## src/rtl/jteh_pkg.sv

```systemverilog
`timescale 1ns / 1ps
// ---------------------------------------------------------------------------
// jteh_pkg
// Shared types and constants for the jet tag efficiency histogrammer.
// ---------------------------------------------------------------------------
package jteh_pkg;

  // result status codes
  localparam logic [2:0] ST_STORED   = 3'd0;
  localparam logic [2:0] ST_COUNTED  = 3'd1;
  localparam logic [2:0] ST_REJECTED = 3'd2;
  localparam logic [2:0] ST_DROPPED  = 3'd3;
  localparam logic [2:0] ST_READ     = 3'd4;

  // configuration register indexes
  localparam logic [1:0] REG_SELECT = 2'd0;
  localparam logic [1:0] REG_TIGHT  = 2'd1;
  localparam logic [1:0] REG_MEDIUM = 2'd2;
  localparam logic [1:0] REG_LOOSE  = 2'd3;

  // select modes
  localparam logic [1:0] SEL_LEAD   = 2'd1;
  localparam logic [1:0] SEL_SECOND = 2'd2;

  // flavor codes
  localparam logic [2:0] FLV_LIGHT  = 3'd0;
  localparam logic [2:0] FLV_CHARM  = 3'd4;
  localparam logic [2:0] FLV_BOTTOM = 3'd5;

  localparam logic [15:0] TAG_PT_MIN  = 16'd320;
  localparam logic [12:0] TAG_ETA_MAX = 13'd2400;
  localparam int unsigned ETA_STEP    = 400;
  localparam int unsigned PT_TAB_LAST = 17;
  localparam int unsigned PT_EXTRA    = 3200;

  // request operations
  localparam logic OP_JET  = 1'b0;
  localparam logic OP_READ = 1'b1;

  // pt edge i in 1/16 GeV, 32 bits so that extended edges do not wrap
  function automatic logic [31:0] pt_edge(input int unsigned i);
    logic [31:0] e;
    case (i)
      0: e = 32'd320;    1: e = 32'd400;    2: e = 32'd480;
      3: e = 32'd560;    4: e = 32'd640;    5: e = 32'd720;
      6: e = 32'd800;    7: e = 32'd960;    8: e = 32'd1120;
      9: e = 32'd1280;   10: e = 32'd1440;  11: e = 32'd1600;
      12: e = 32'd1920;  13: e = 32'd2400;  14: e = 32'd3200;
      15: e = 32'd4800;  16: e = 32'd6400;  17: e = 32'd9600;
      default: e = 32'(9600 + (i - PT_TAB_LAST) * PT_EXTRA);
    endcase
    return e;
  endfunction

  // controller to datapath commands
  typedef struct packed {
    logic clear_event;   // reset event trackers
    logic store_jet;     // buffer incoming jet
    logic mark_ovf;      // set overflow flag
    logic start_scan;    // reset scan index and fill counts
    logic load_jet;      // read buffer at scan index
    logic prep_jet;      // classify loaded jet
    logic rd_cnt;        // issue counter read
    logic wr_cnt;        // write incremented counter, advance kind
    logic next_jet;      // advance scan index
    logic start_read;    // issue counter read for a read request
    logic clr_step;      // clearing pass write
    logic load_result;   // capture result
    logic [2:0] status;
  } jteh_cmd_t;

  // datapath to controller status
  typedef struct packed {
    logic full;          // buffer is full
    logic ovf;           // overflow flag (including this request)
    logic few_tag;       // fewer than two taggable jets
    logic scan_done;     // scan index reached jets held
    logic jet_fill;      // loaded jet is selected and good flavor
    logic kind_done;     // no more kinds to fill for this jet
    logic clr_done;      // clearing pass at last entry
  } jteh_sts_t;

endpackage

```

## src/rtl/jteh_ctrl.sv

```systemverilog
`timescale 1ns / 1ps
// ---------------------------------------------------------------------------
// jteh_ctrl
// Sequencer: request intake, event fill scan, counter reads, result handoff.
// ---------------------------------------------------------------------------
module jteh_ctrl import jteh_pkg::*; (
  input  logic      clk_i,
  input  logic      rst_ni,
  input  logic      in_valid_i,
  output logic      in_stall_o,
  input  logic      operation_i,
  input  logic      last_jet_i,
  output logic      out_valid_o,
  input  logic      out_stall_i,
  output jteh_cmd_t cmd_o,
  input  jteh_sts_t sts_i
);

  typedef enum logic [9:0] {
    S_CLEAR = 10'b0000000001,
    S_IDLE  = 10'b0000000010,
    S_LOAD  = 10'b0000000100,
    S_PREP  = 10'b0000001000,
    S_CLASS = 10'b0000010000,
    S_RD    = 10'b0000100000,
    S_WR    = 10'b0001000000,
    S_DONE  = 10'b0010000000,
    S_READ  = 10'b0100000000,
    S_OUT   = 10'b1000000000
  } state_e;

  state_e state_q, state_d;
  logic   ovalid_q, ovalid_d;
  logic   free;

  // the result register can take a new result this cycle
  assign free        = !ovalid_q || !out_stall_i;
  assign in_stall_o  = !(state_q == S_IDLE && free);
  assign out_valid_o = ovalid_q;

  always_comb begin
    state_d  = state_q;
    ovalid_d = ovalid_q && out_stall_i;
    cmd_o    = '0;
    unique case (state_q)
      S_CLEAR: begin
        cmd_o.clr_step = 1'b1;
        if (sts_i.clr_done) state_d = S_IDLE;
      end
      S_IDLE: begin
        if (in_valid_i && free) begin
          cmd_o.load_result = 1'b1;
          ovalid_d = 1'b1;
          if (operation_i == OP_READ) begin
            cmd_o.start_read  = 1'b1;
            cmd_o.load_result = 1'b0;
            ovalid_d          = ovalid_q && out_stall_i;
            state_d           = S_READ;
          end else begin
            cmd_o.store_jet = !sts_i.full;
            cmd_o.mark_ovf  = sts_i.full;
            if (sts_i.ovf) begin
              cmd_o.status      = ST_DROPPED;
              cmd_o.clear_event = last_jet_i;
            end else if (!last_jet_i) begin
              cmd_o.status = ST_STORED;
            end else if (sts_i.few_tag) begin
              cmd_o.status      = ST_REJECTED;
              cmd_o.clear_event = 1'b1;
            end else begin
              cmd_o.load_result = 1'b0;
              ovalid_d          = ovalid_q && out_stall_i;
              cmd_o.start_scan  = 1'b1;
              state_d           = S_LOAD;
            end
          end
        end
      end
      S_LOAD: begin
        if (sts_i.scan_done) state_d = S_DONE;
        else begin
          cmd_o.load_jet = 1'b1;
          state_d = S_PREP;
        end
      end
      S_PREP: begin
        cmd_o.prep_jet = 1'b1;
        state_d = S_CLASS;
      end
      S_CLASS: begin
        if (sts_i.jet_fill) state_d = S_RD;
        else begin
          cmd_o.next_jet = 1'b1;
          state_d = S_LOAD;
        end
      end
      S_RD: begin
        if (sts_i.kind_done) begin
          cmd_o.next_jet = 1'b1;
          state_d = S_LOAD;
        end else begin
          cmd_o.rd_cnt = 1'b1;
          state_d = S_WR;
        end
      end
      S_WR: begin
        cmd_o.wr_cnt = 1'b1;
        state_d = S_RD;
      end
      S_DONE: begin
        if (free) begin
          cmd_o.load_result = 1'b1;
          cmd_o.status      = ST_COUNTED;
          cmd_o.clear_event = 1'b1;
          ovalid_d          = 1'b1;
          state_d           = S_IDLE;
        end
      end
      S_READ: begin
        state_d = S_OUT;
      end
      S_OUT: begin
        if (free) begin
          cmd_o.load_result = 1'b1;
          cmd_o.status      = ST_READ;
          ovalid_d          = 1'b1;
          state_d           = S_IDLE;
        end
      end
      default: state_d = S_IDLE;
    endcase
  end

  always_ff @(posedge clk_i or negedge rst_ni) begin
    if (!rst_ni) begin
      state_q  <= S_CLEAR;
      ovalid_q <= 1'b0;
    end else begin
      state_q  <= state_d;
      ovalid_q <= ovalid_d;
    end
  end

endmodule
```

## config.mk

```make
export PLATFORM = sky130hd
export DESIGN_NAME = jteh_ctrl
export DESIGN_NICKNAME = d
export VERILOG_FILES = /design/src/rtl/jteh_pkg.sv /design/src/rtl/jteh_ctrl.sv
export SDC_FILE = /design/constraint.sdc
export NUM_CORES = 1
export LEC_CHECK = 0
export ABC_CLOCK_PERIOD_IN_PS = 1700
export BUFFER_PORTS_ARGS = -buffer_cell sky130_fd_sc_hd__buf_4
export CORE_MARGIN = 2
export CORE_UTILIZATION = 35
export CTS_BUF_LIST = sky130_fd_sc_hd__clkbuf_8
export DETAILED_ROUTE_END_ITERATION = 8
export PLACE_DENSITY_LB_ADDON = 0.1
export RECOVER_POWER = 100
export SLEW_MARGIN = 20
export SYNTH_ARGS = -nofsm -noshare
export SYNTH_HDL_FRONTEND = slang
export SYNTH_SLANG_ARGS = --single-unit
```

## constraint.sdc

```tcl
create_clock -name clk_i -period 1.7 [get_ports clk_i]
set_input_delay 0.255 -clock clk_i [delete_from_list [all_inputs] [get_ports clk_i]]
set_output_delay 0.255 -clock clk_i [all_outputs]
set_load 0.005 [all_outputs]
```

; Word-level counts from Yosys, hierarchy flattened
; Index checks and enable logic that the tools add are counted.
[word_totals]
wordCells = 81
reg_bits = 11
input_bits = 13
output_inout_bits = 17
[classes]
mux = 53
n_eq_ne = 16
reduce_logical = 10
[ops]
columns = operator, count
row1 = one-hot mux 10 bit (9 select lines), 1
row2 = 2-to-1 mux 10 bit, 7
row3 = 2-to-1 mux 1 bit, 28
row4 = 2-to-1 mux 4 bit, 5
row5 = one-hot mux 4 bit (3 select lines), 1
row6 = "equality test 10 x 1 -> 1 bit, second input constant", 1
row7 = "equality test 10 bit, second input constant", 1
row8 = "equality test 10 x 2 -> 1 bit, second input constant", 1
row9 = "equality test 10 x 3 -> 1 bit, second input constant", 1
row10 = "equality test 10 x 4 -> 1 bit, second input constant", 1
row11 = "equality test 10 x 5 -> 1 bit, second input constant", 1
row12 = "equality test 10 x 6 -> 1 bit, second input constant", 1
row13 = "equality test 10 x 7 -> 1 bit, second input constant", 1
row14 = "equality test 10 x 8 -> 1 bit, second input constant", 1
row15 = "equality test 10 x 9 -> 1 bit, second input constant", 1
row16 = "!= test 3 bit, second input constant", 3
row17 = 2-to-1 mux 2 bit, 4
row18 = 2-to-1 mux 8 bit, 1
row19 = 2-to-1 mux 7 bit, 1
row20 = 2-to-1 mux 6 bit, 1
row21 = one-hot mux 1 bit (2 select lines), 3
row22 = AND reduction 6 bit, 1
row23 = zero test 1 bit, 4
row24 = "!= test 2 x 1 -> 1 bit, second input constant", 2
row25 = 5 further kinds, 7

; Longest topological paths before layout
; Gate-level depths: netlist of run 1.
[depth]
word_depth = 7
ltp_mapped = 6
depth_no_buf = 5

; Least setup slack after synthesis of run 1
; OpenSTA, ideal clock, no wires.
[synth_path]
path_type = reg-to-output
start = reg state_q[6]
end = out cmd_o[3] (netlist bit)
path_buffers = 1
path_stages_with_launch = 7
arrival_ps = 1564
t_required_ps = 1445
path_slack_ps = -119
path_cell_list = dfrtp_1 -> buf_6 -> nor4_4 -> and4b_4 -> nand4b_4 -> nand2b_1 -> o21ai_0
[synth_lines]
columns = item, line_no
row1 = "start, declared", jteh_ctrl.sv:32  ; state_e state_q, state_d;
row2 = "start signal, assigned", jteh_ctrl.sv:139  ; state_q <= state_d;
row3 = "end, declared", jteh_ctrl.sv:15  ; output jteh_cmd_t cmd_o,

==> results of run 1 <==
==> worst max-delay path, cell delays in order, from the launching register on <==
cell and delay, ns:
dfrtp_1 0.41, nor4_4 0.31, and4b_4 0.29, nand4b_4 0.13
nand2b_4 0.17, o21ai_1 0.07, buf_4 0.12
==> cell families (layout without fill, tap and decap cells) <==
| group | Yosys count | in the layout | synth area share, % |
|---|---|---|---|
| buf+inv | 8 | 65 | 4.65 |
| compound gates | 22 | 22 | 19.6 |
| simple gates | 52 | 52 | 39.0 |
| xor+xnor | 4 | 4 | 3.94 |
| flops | 11 | 11 | 31.1 |
| mux | 1 | 1 | 1.69 |
==> flip-flops by register name, summed over array words and instances (netlist names) <==
name	cells
out_valid_o	1
state_q	10
==> cell usage after synthesis, types with 2 or more instances <==
cell | number | area share (%)
nand2_1 | 10 | 4.2
nor4b_1 | 2 | 2.0
o22ai_1 | 3 | 2.1
xor2_1 | 3 | 3.0
o21ai_0 | 8 | 4.5
nor2_1 | 13 | 5.5
a21oi_1 | 2 | 1.1
nand3_1 | 2 | 1.1
and2b_2 | 2 | 2.0
nor2b_1 | 2 | 1.4
dfrtp_1 | 10 | 28
inv_1 | 3 | 1.3
nand2b_1 | 4 | 2.8
nor4_4 | 2 | 4.8
buf_2 | 3 | 1.7
nor3_1 | 2 | 1.1
nor3b_1 | 6 | 5.1
==> worst min-delay path by stage <==
stage	slack [ns]	cells after the start	startpoint	to
3_5_place_dp	0.11	1	rst_ni	state_q[5]
3_3_place_gp	0.10	1	rst_ni	state_q[5]
2_1_floorplan	-0.04	0	rst_ni	out_valid_o
6_report	0.20	2	sts_i[1]	state_q[6]
4_1_cts	0.20	2	sts_i[1]	state_q[6]
5_1_grt	0.21	2	sts_i[1]	state_q[6]
==> layout make-up <==
| class | instances | area (um^2) | area share, % |
|---|---|---|---|
| clock buffers | 3 | 41.3 | 2.63 |
| clock inverters | 1 | 3.75 | 0.239 |
| inverters | 3 | 11.3 | 0.717 |
| multi-input cells | 79 | 712 | 45.3 |
| flip-flops and latches | 11 | 278 | 17.7 |
| well taps | 30 | 37.5 | 2.39 |
| repair buffers | 58 | 487 | 31.0 |
==> metrics by stage <==
stage          cell area (um^2)  worst slack, ns  instances  util (%)  setup TNS [ns]
5_1_grt                    1570           -0.384        185      64.6           -5.36
6_report                   1570           -0.292        185      64.6           -3.74
4_1_cts                    1450           -0.296        183      59.7           -3.31
2_1_floorplan               907           -0.119         98         -          -0.285
3_3_place_gp               1290          -0.0370        174      53.1          -0.152
3_5_place_dp               1290          -0.0701        174      53.1          -0.343
==> power groups by stage <==
stage          registers, uW  clock network, uW  logic [uW]
2_1_floorplan            337                  0         626
3_3_place_gp             347                  0        1000
3_5_place_dp             349                  0        1010
4_1_cts                  345                265        1170
5_1_grt                  352                285        1440
6_report                 347                256        1330
==> what timing repair did <==
item / 4_1_cts / 5_1_grt
cloned: 0 / 0
resized for setup: 21 / 26
endpoints found under the hold margin: 10 / 0
setup buffers: 5 / 5
hold buffers: 1 / 0
pin swaps: 9 / 4
endpoints found under the setup margin: 16 / 20
==> routing by layer <==
metal  routed length, um  part of all wire [%]
met1                1090                    43
met2                1370                    54
met3                  88                   3.5
met4                   0                     0
met5                   0                     0
==> results.toml, run 1 <==
[outcome]
outcome = "finished with violations"
violations = "negative setup slack"

[logic_synthesis]
yosysSeqAreaShare_pct = 31.1
synth.distinct_cells = 38
synth_edf_count = 0
synthArstFlopShare_pct = 100
ys.flop_type = "dfrtp_1"
synth.cell_area_um2 = 888
syn_area_per_cell_um2 = 9.06
syn-num-nets = 111
syn_inst = 98
ys_seq_elements = 11
yosys_warnings = 0

[grt]
grtUsageMet2_pct = 30.3
top_usage_layer = "met2"
grt_pass1_wl_um = 3800
use_met3_pct = 5.74
grt_max_degree = 12
antenna_found_initial = 0
gr-usage-met1_pct = 23.9
grt_use_total_pct = 18.5
grt_pass1_vias = 830
gr-total-overflow = 0

[critical_path]
worstSetupStartpoint = "state_q[5]"
worstReg2RegStart = "state_q[5]"
reg2reg_slack_ns = -0.25
critPathCaptureType = "output pin"
cp_max_fo = 5
crit_arrival_ns = 1.74
r2r_cells = 8
rr_endpoint = "state_q[1]"
worstSetupPathType = "flop to output pin"
required_ns = 1.44
critPathLaunchType = "flop"
endpoint = "cmd_o[3]"

[pwr]
total_power_uw = 1940
p_int_uw = 1200
power.switching_uw = 732
p_per_area_nw_per_um2 = 1230
leakagePower_uw = 0.000728
p_clk_share_pct = 13.2
switching_share_pct = 37.8
power_frac_comb_pct = 68.8
vdd_drop_max_mv = 1.05
seq_power_share_pct = 17.9

[placement]
place.gp.congestion = 0.854
port_buffers = 29
dpl.hpwl_um = 1890

[clocking]
numCtsBuffers = 3
clk_pin_slew_ns = 0.05
clock_latency_ns = 0.24
cts.htree.levels = 1
cts_root_buf = "clkbuf_8"
clockBufferDepth = 2
cts_tree = "done"
cts_sinks = 11

[routing]
drtPass1Iterations = 2
drtIter0Drc = 7
post_drt_wl_per_cell_um = 13.8
drc = 0
final_antenna_net_count = 0
num_vias = 937
vias_per_cell = 5.06
drt_wl_total_um = 2550

[timing]
finalHoldViolations = 0
fin_worst_skew_ns = 0.000823
hold-worst-slack_ns = 0.199
rsz0062_at_grt = "yes"
tightest_slew_ns = 0.660
max_freq_mhz = 502
min_period_ns = 1.99
setup_viol = 19
slew_headroom_pct = 56.0
setup_slack_ns = -0.292
fin_crit_sh_pct = 117
slew_viol_final = 0

[finish]
area_growth_pct = 76.8
antenna_cells = 0
final_cell_mix = "41 x buf_4, 14 x buf_6, 9 x dfrtp_1"
drive_gt1_share_pct = 60.6
nets = 169
fillCellCount = 209
final_common_cell = "buf_4"

[floorplan]
rows = 18
core_um2 = 2430
start_util_pct = 36.5
die-area_um2 = 2960
io_pins = 30
die_h_um = 54.4
die_w_um = 54.4

[job]
cap_violations = 0

[min_path]
hp-class = "primary input to flop"
Note: power is estimated with default switching activity, not from simulation.
==> inputs of run 2 (changes only) <==
--- a/config.mk
+++ b/config.mk
@@ -13,6 +13,7 @@
 export DETAILED_ROUTE_END_ITERATION = 8
 export PLACE_DENSITY_LB_ADDON = 0.1
 export RECOVER_POWER = 100
+export SETUP_SLACK_MARGIN = 0.15
 export SLEW_MARGIN = 20
 export SYNTH_ARGS = -nofsm -noshare
 export SYNTH_HDL_FRONTEND = slang
==> results.toml, run 2 (synthesis gave the netlist of run 1 again) <==
[outcome]
outcome = "finished with violations"
violations = "negative setup slack"

[routing]
vias_per_cell = 4.94
wl_met3_um = 83
wl_met1_um = 1230
drtIter0Drc = 11
num_vias = 944
post_drt_wl_per_cell_um = 13.6
final_antenna_net_count = 0
drt_wl_total_um = 2610
dr_wl_met2_um = 1260
top_layer = "met4"
drtPass1Iterations = 4
drc = 0

[clocking]
cts_root_buf = "clkbuf_8"
numCtsBuffers = 3
clock_latency_ns = 0.24
cts.htree.levels = 1
clockBufferDepth = 2
clk_pin_slew_ns = 0.05
cts_sinks = 11
cts_tree = "done"

[floorplan]
io_pins = 30
die-area_um2 = 2960
die_w_um = 54.4
rows = 18
core_um2 = 2430
die_h_um = 54.4
start_util_pct = 36.5

[critical_path]
crit_family = "simple AND/OR/NAND/NOR gates"
crit_chain = "nor4_2 > and4b_4 > nand4b_4 > nand2b_4 > o21ai_1 > buf_4"
crit_path_max_incr_delay_ns = 0.39
crit_arrival_ns = 1.76
worstSetupPathType = "flop to output pin"
required_ns = 1.44
cp_max_fo = 6
critical-path-slowest-cell = "dfrtp_1"
critPathCaptureType = "output pin"
critPathLaunchType = "flop"
worstPathBufferInverterCount = 1

[pwr]
power_frac_comb_pct = 69.5
power.switching_uw = 747
seq_power_share_pct = 17.3
vdd_drop_max_mv = 0.803
switching_share_pct = 37.5
leakagePower_uw = 0.000748
total_power_uw = 1990
p_clk_share_pct = 13.2
p_per_area_nw_per_um2 = 1270
p_int_uw = 1250

[grt]
grt_pass1_wl_um = 3810
gr-total-overflow = 0
antenna_found_initial = 0
grt_max_degree = 12
grt_use_total_pct = 17.8
grt_pass1_vias = 824

[finish]
area_growth_pct = 76.9
nets = 175
antenna_cells = 0
fillCellCount = 204
drive_gt1_share_pct = 59.0
largest_reg_flops = 10
final_cell_mix = "49 x buf_4, 11 x nor2_1, 11 x buf_6"
final-seq-area_um2 = 278
multiInputGateArea_um2 = 667
final_common_cell = "buf_4"
regMostFlops = "state_q"
final_util_pct = 64.6

[placement]
port_buffers = 29
place.gp.congestion = 0.833
dpl.hpwl_um = 1790

[job]
cap_violations = 0

[timing]
setup_viol = 19
min_period_ns = 2.01
finalHoldViolations = 0
slew_headroom_pct = 58.2
fin_crit_sh_pct = 118
rsz0062_at_grt = "yes"
tightest_slew_ns = 0.627
tns_ns = -3.73
max_freq_mhz = 497
setup_slack_ns = -0.313
slew_viol_final = 0
fin_worst_skew_ns = 0.000812

[min_path]
hp-class = "primary input to flop"
run 2: cell types whose count changed in the layout (fill, tap and decap cells not counted), moves of 2 or more:
cell / change
buf_4: +8
nor2_1: +4
buf_6: -3
nor2_4: -3
nor3b_2: +2
run 2: layout make-up:
| type | count | area share [%] |
|---|---|---|
| clock buffers | 3 | 2.63 |
| flip-flops and latches | 11 | 17.7 |
| repair buffers | 64 | 33.9 |
| inverters | 3 | 0.717 |
| multi-input cells | 79 | 42.4 |
| well taps | 30 | 2.39 |
| clock inverters | 1 | 0.239 |
run 2: repair_timing:
item                                    CTS  global route
endpoints found under the setup margin   20            23
pin swaps                                 8             6
endpoints found under the hold margin    10             0
gates resized for setup                  13            16
cloned                                    0             0
hold buffers                              1             0
buffers inserted                          4             8
run 2: worst register-to-register path: stages, from the launching register on:
cell       delay [ns]
dfrtp_1          0.40
nor4_4           0.29
buf_4            0.19
buf_6            0.10
buf_6            0.08
and2b_2          0.16
o2111ai_4        0.10
o21bai_4         0.17
mux2_4           0.31
run 2: path summary, 6_finish.rpt:
kind / startpoint / end / slack, ns / depth (start not counted)
setup / recovery: state_q[5] / cmd_o[3] / -0.31 / 6
hold / removal: sts_i[3] / state_q[3] / 0.19 / 2
setup reg to reg: state_q[6] / state_q[1] / -0.21 / 8
hold reg to reg: state_q[4] / state_q[6] / 0.63 / 2
max in group asynchronous: rst_ni / state_q[9] / 0.71 / 2
min in group asynchronous: rst_ni / state_q[4] / 0.54 / 2
run 2: per-layer routing:
| layer | GRT usage (%) | vias to the layer above |
|---|---|---|
| li1 | - | 479 |
| met1 | 24.9 | 443 |
| met2 | 27.1 | 18 |
| met3 | 6.56 | 4 |
| met4 | 1.67 | 0 |
| met5 | 0 | - |
run 2: through the flow:
| step | setup slack [ns] | instances | hold slack, ns | instance area [um^2] |
|---|---|---|---|---|
| after CTS | -0.309 | 183 | 0.186 | 1440 |
| final | -0.313 | 191 | 0.187 | 1570 |
| after global placement | -0.0710 | 174 | 0.101 | 1300 |
| after detailed placement | -0.0670 | 174 | 0.101 | 1300 |
| after global routing | -0.411 | 191 | 0.185 | 1570 |
| after floorplan | -0.105 | 98 | -0.0406 | 922 |
run 2: power groups by stage:
stage                     logic [uW]  registers, uW  clock network [uW]
after CTS                       1130            346                 264
after detailed placement        1020            348                   0
after global placement          1000            349                   0
after floorplan                  637            337                   0
after global routing            1480            351                 287
final                           1390            345                 262
==> inputs of run 3 (changes only) <==
--- a/config.mk
+++ b/config.mk
@@ -8,7 +8,7 @@
 export ABC_CLOCK_PERIOD_IN_PS = 1700
 export BUFFER_PORTS_ARGS = -buffer_cell sky130_fd_sc_hd__buf_4
 export CORE_MARGIN = 2
-export CORE_UTILIZATION = 35
+export CORE_UTILIZATION = 46
 export CTS_BUF_LIST = sky130_fd_sc_hd__clkbuf_8
 export DETAILED_ROUTE_END_ITERATION = 8
 export PLACE_DENSITY_LB_ADDON = 0.1
==> results.toml, run 3 (synthesis gave the netlist of run 1 again) <==
[routing]
final_antenna_net_count = 0
drc = 0
drtIter0Drc = 39
drt_wl_total_um = 3130
post_drt_wl_per_cell_um = 17.2
drtPass1Iterations = 4
num_vias = 1046
vias_per_cell = 5.75

[finish]
final_cell_mix = "43 x buf_4, 14 x buf_6, 8 x dfrtp_1"
antenna_cells = 0
largest_reg_flops = 10
fillCellCount = 98
final_common_cell = "buf_4"
regMostFlops = "state_q"
drive_gt1_share_pct = 62.4
area_growth_pct = 74.9
nets = 171

[clocking]
clock_latency_ns = 0.24
numCtsBuffers = 3
cts_root_buf = "clkbuf_8"
clockBufferDepth = 2
clk_pin_slew_ns = 0.05
cts.htree.levels = 1
cts_sinks = 11
cts_tree = "done"

[critical_path]
cp_max_fo = 6
required_ns = 1.44
critPathLaunchType = "flop"
worstReg2RegStart = "state_q[3]"
crit_arrival_ns = 1.79
worstSetupPathType = "flop to output pin"
critPathCaptureType = "output pin"
worstSetupStartpoint = "state_q[3]"

[grt]
grt_use_total_pct = 25.2
gr-total-overflow = 0
grt_pass1_vias = 883
grtUsageMet2_pct = 46.1
use_met3_pct = 5.66
grt_max_degree = 12
gr-usage-met1_pct = 30.5
antenna_found_initial = 0
grt_pass1_wl_um = 3970
top_usage_layer = "met2"

[floorplan]
rows = 15
start_util_pct = 50.4
die_h_um = 47.9
io_pins = 30
die_w_um = 47.9
core_um2 = 1760
die-area_um2 = 2300

[timing]
setup_viol = 20
tightest_slew_ns = 0.646
fin_crit_sh_pct = 121
slew_headroom_pct = 56.9
rsz0062_at_grt = "yes"
hold-worst-slack_ns = 0.143
slew_viol_final = 0
tns_ns = -4.79
setup_slack_ns = -0.349
fin_worst_skew_ns = 0.00431
max_freq_mhz = 488
min_period_ns = 2.05
finalHoldViolations = 0

[placement]
port_buffers = 29
dpl.hpwl_um = 1840
place.gp.congestion = 0.806

[outcome]
violations = "negative setup slack"
outcome = "finished with violations"

[pwr]
leakagePower_uw = 0.000722
p_per_area_nw_per_um2 = 1310
vdd_drop_max_mv = 1.14

[job]
cap_violations = 0

[min_path]
worst_hold_startpoint = "sts_i[0]"
hp-class = "primary input to flop"
## run 3: what timing repair did
item                                   CTS  global route
setup endpoints to repair               21            23
hold buffers                             1             0
endpoints found under the hold margin   10             0
pin swaps                               11             6
buffers inserted                         7             4
gates resized for setup                 25            14
## run 3: through the flow
step	setup slack, ns	instances	utilization (%)	total power (uW)	instance area (um^2)
2_1_floorplan	-0.105	98	-	974	922
3_3_place_gp	-0.0730	166	72.3	1320	1270
3_5_place_dp	-0.0795	166	72.3	1340	1270
4_1_cts	-0.314	178	83.6	1830	1480
5_1_grt	-0.442	182	88.1	2150	1550
6_report	-0.349	182	88.1	2040	1550
## run 3: layout make-up
type / instances / area, um^2 / share of cell area [%]
Sequential cell: 11 / 279 / 18.0
Timing Repair Buffer: 60 / 502 / 32.3
Clock buffer: 3 / 41.3 / 2.66
Clock inverter: 1 / 3.75 / 0.242
Inverter: 3 / 11.3 / 0.725
Multi-Input combinational cell: 79 / 686 / 44.1
Tap cell: 25 / 31.3 / 2.01
## run 3: critical path: stages (launching register included)
cell and delay (ns):
dfrtp_2 0.44, nor4_4 0.30, and4b_4 0.30, nand4b_4 0.15, nand2b_4 0.18, o21ai_2 0.05
buf_4 0.12
## run 3: layer usage
layer | share of wire [%] | up-vias
li1 | - | 477
met2 | 52 | 49
met1 | 39 | 512
met5 | 0 | -
met3 | 6.8 | 8
met4 | 1.3 | 0
## run 3: path summary, 6_finish.rpt
check                             end  slack (ns)  cells after the start
max reg2reg                state_q[1]       -0.24                      8
min                        state_q[0]        0.14                      2
min reg2reg                state_q[9]        0.60                      1
max                          cmd_o[3]       -0.35                      6
max in group asynchronous  state_q[3]        0.70                      2
min in group asynchronous  state_q[1]        0.55                      2
## run 3: power breakdown
group	internal, uW	switching (uW)	leakage, uW
Clock	159	101	0.0000269
Sequential	305	44.0	0.000143
Combinational	775	658	0.000553
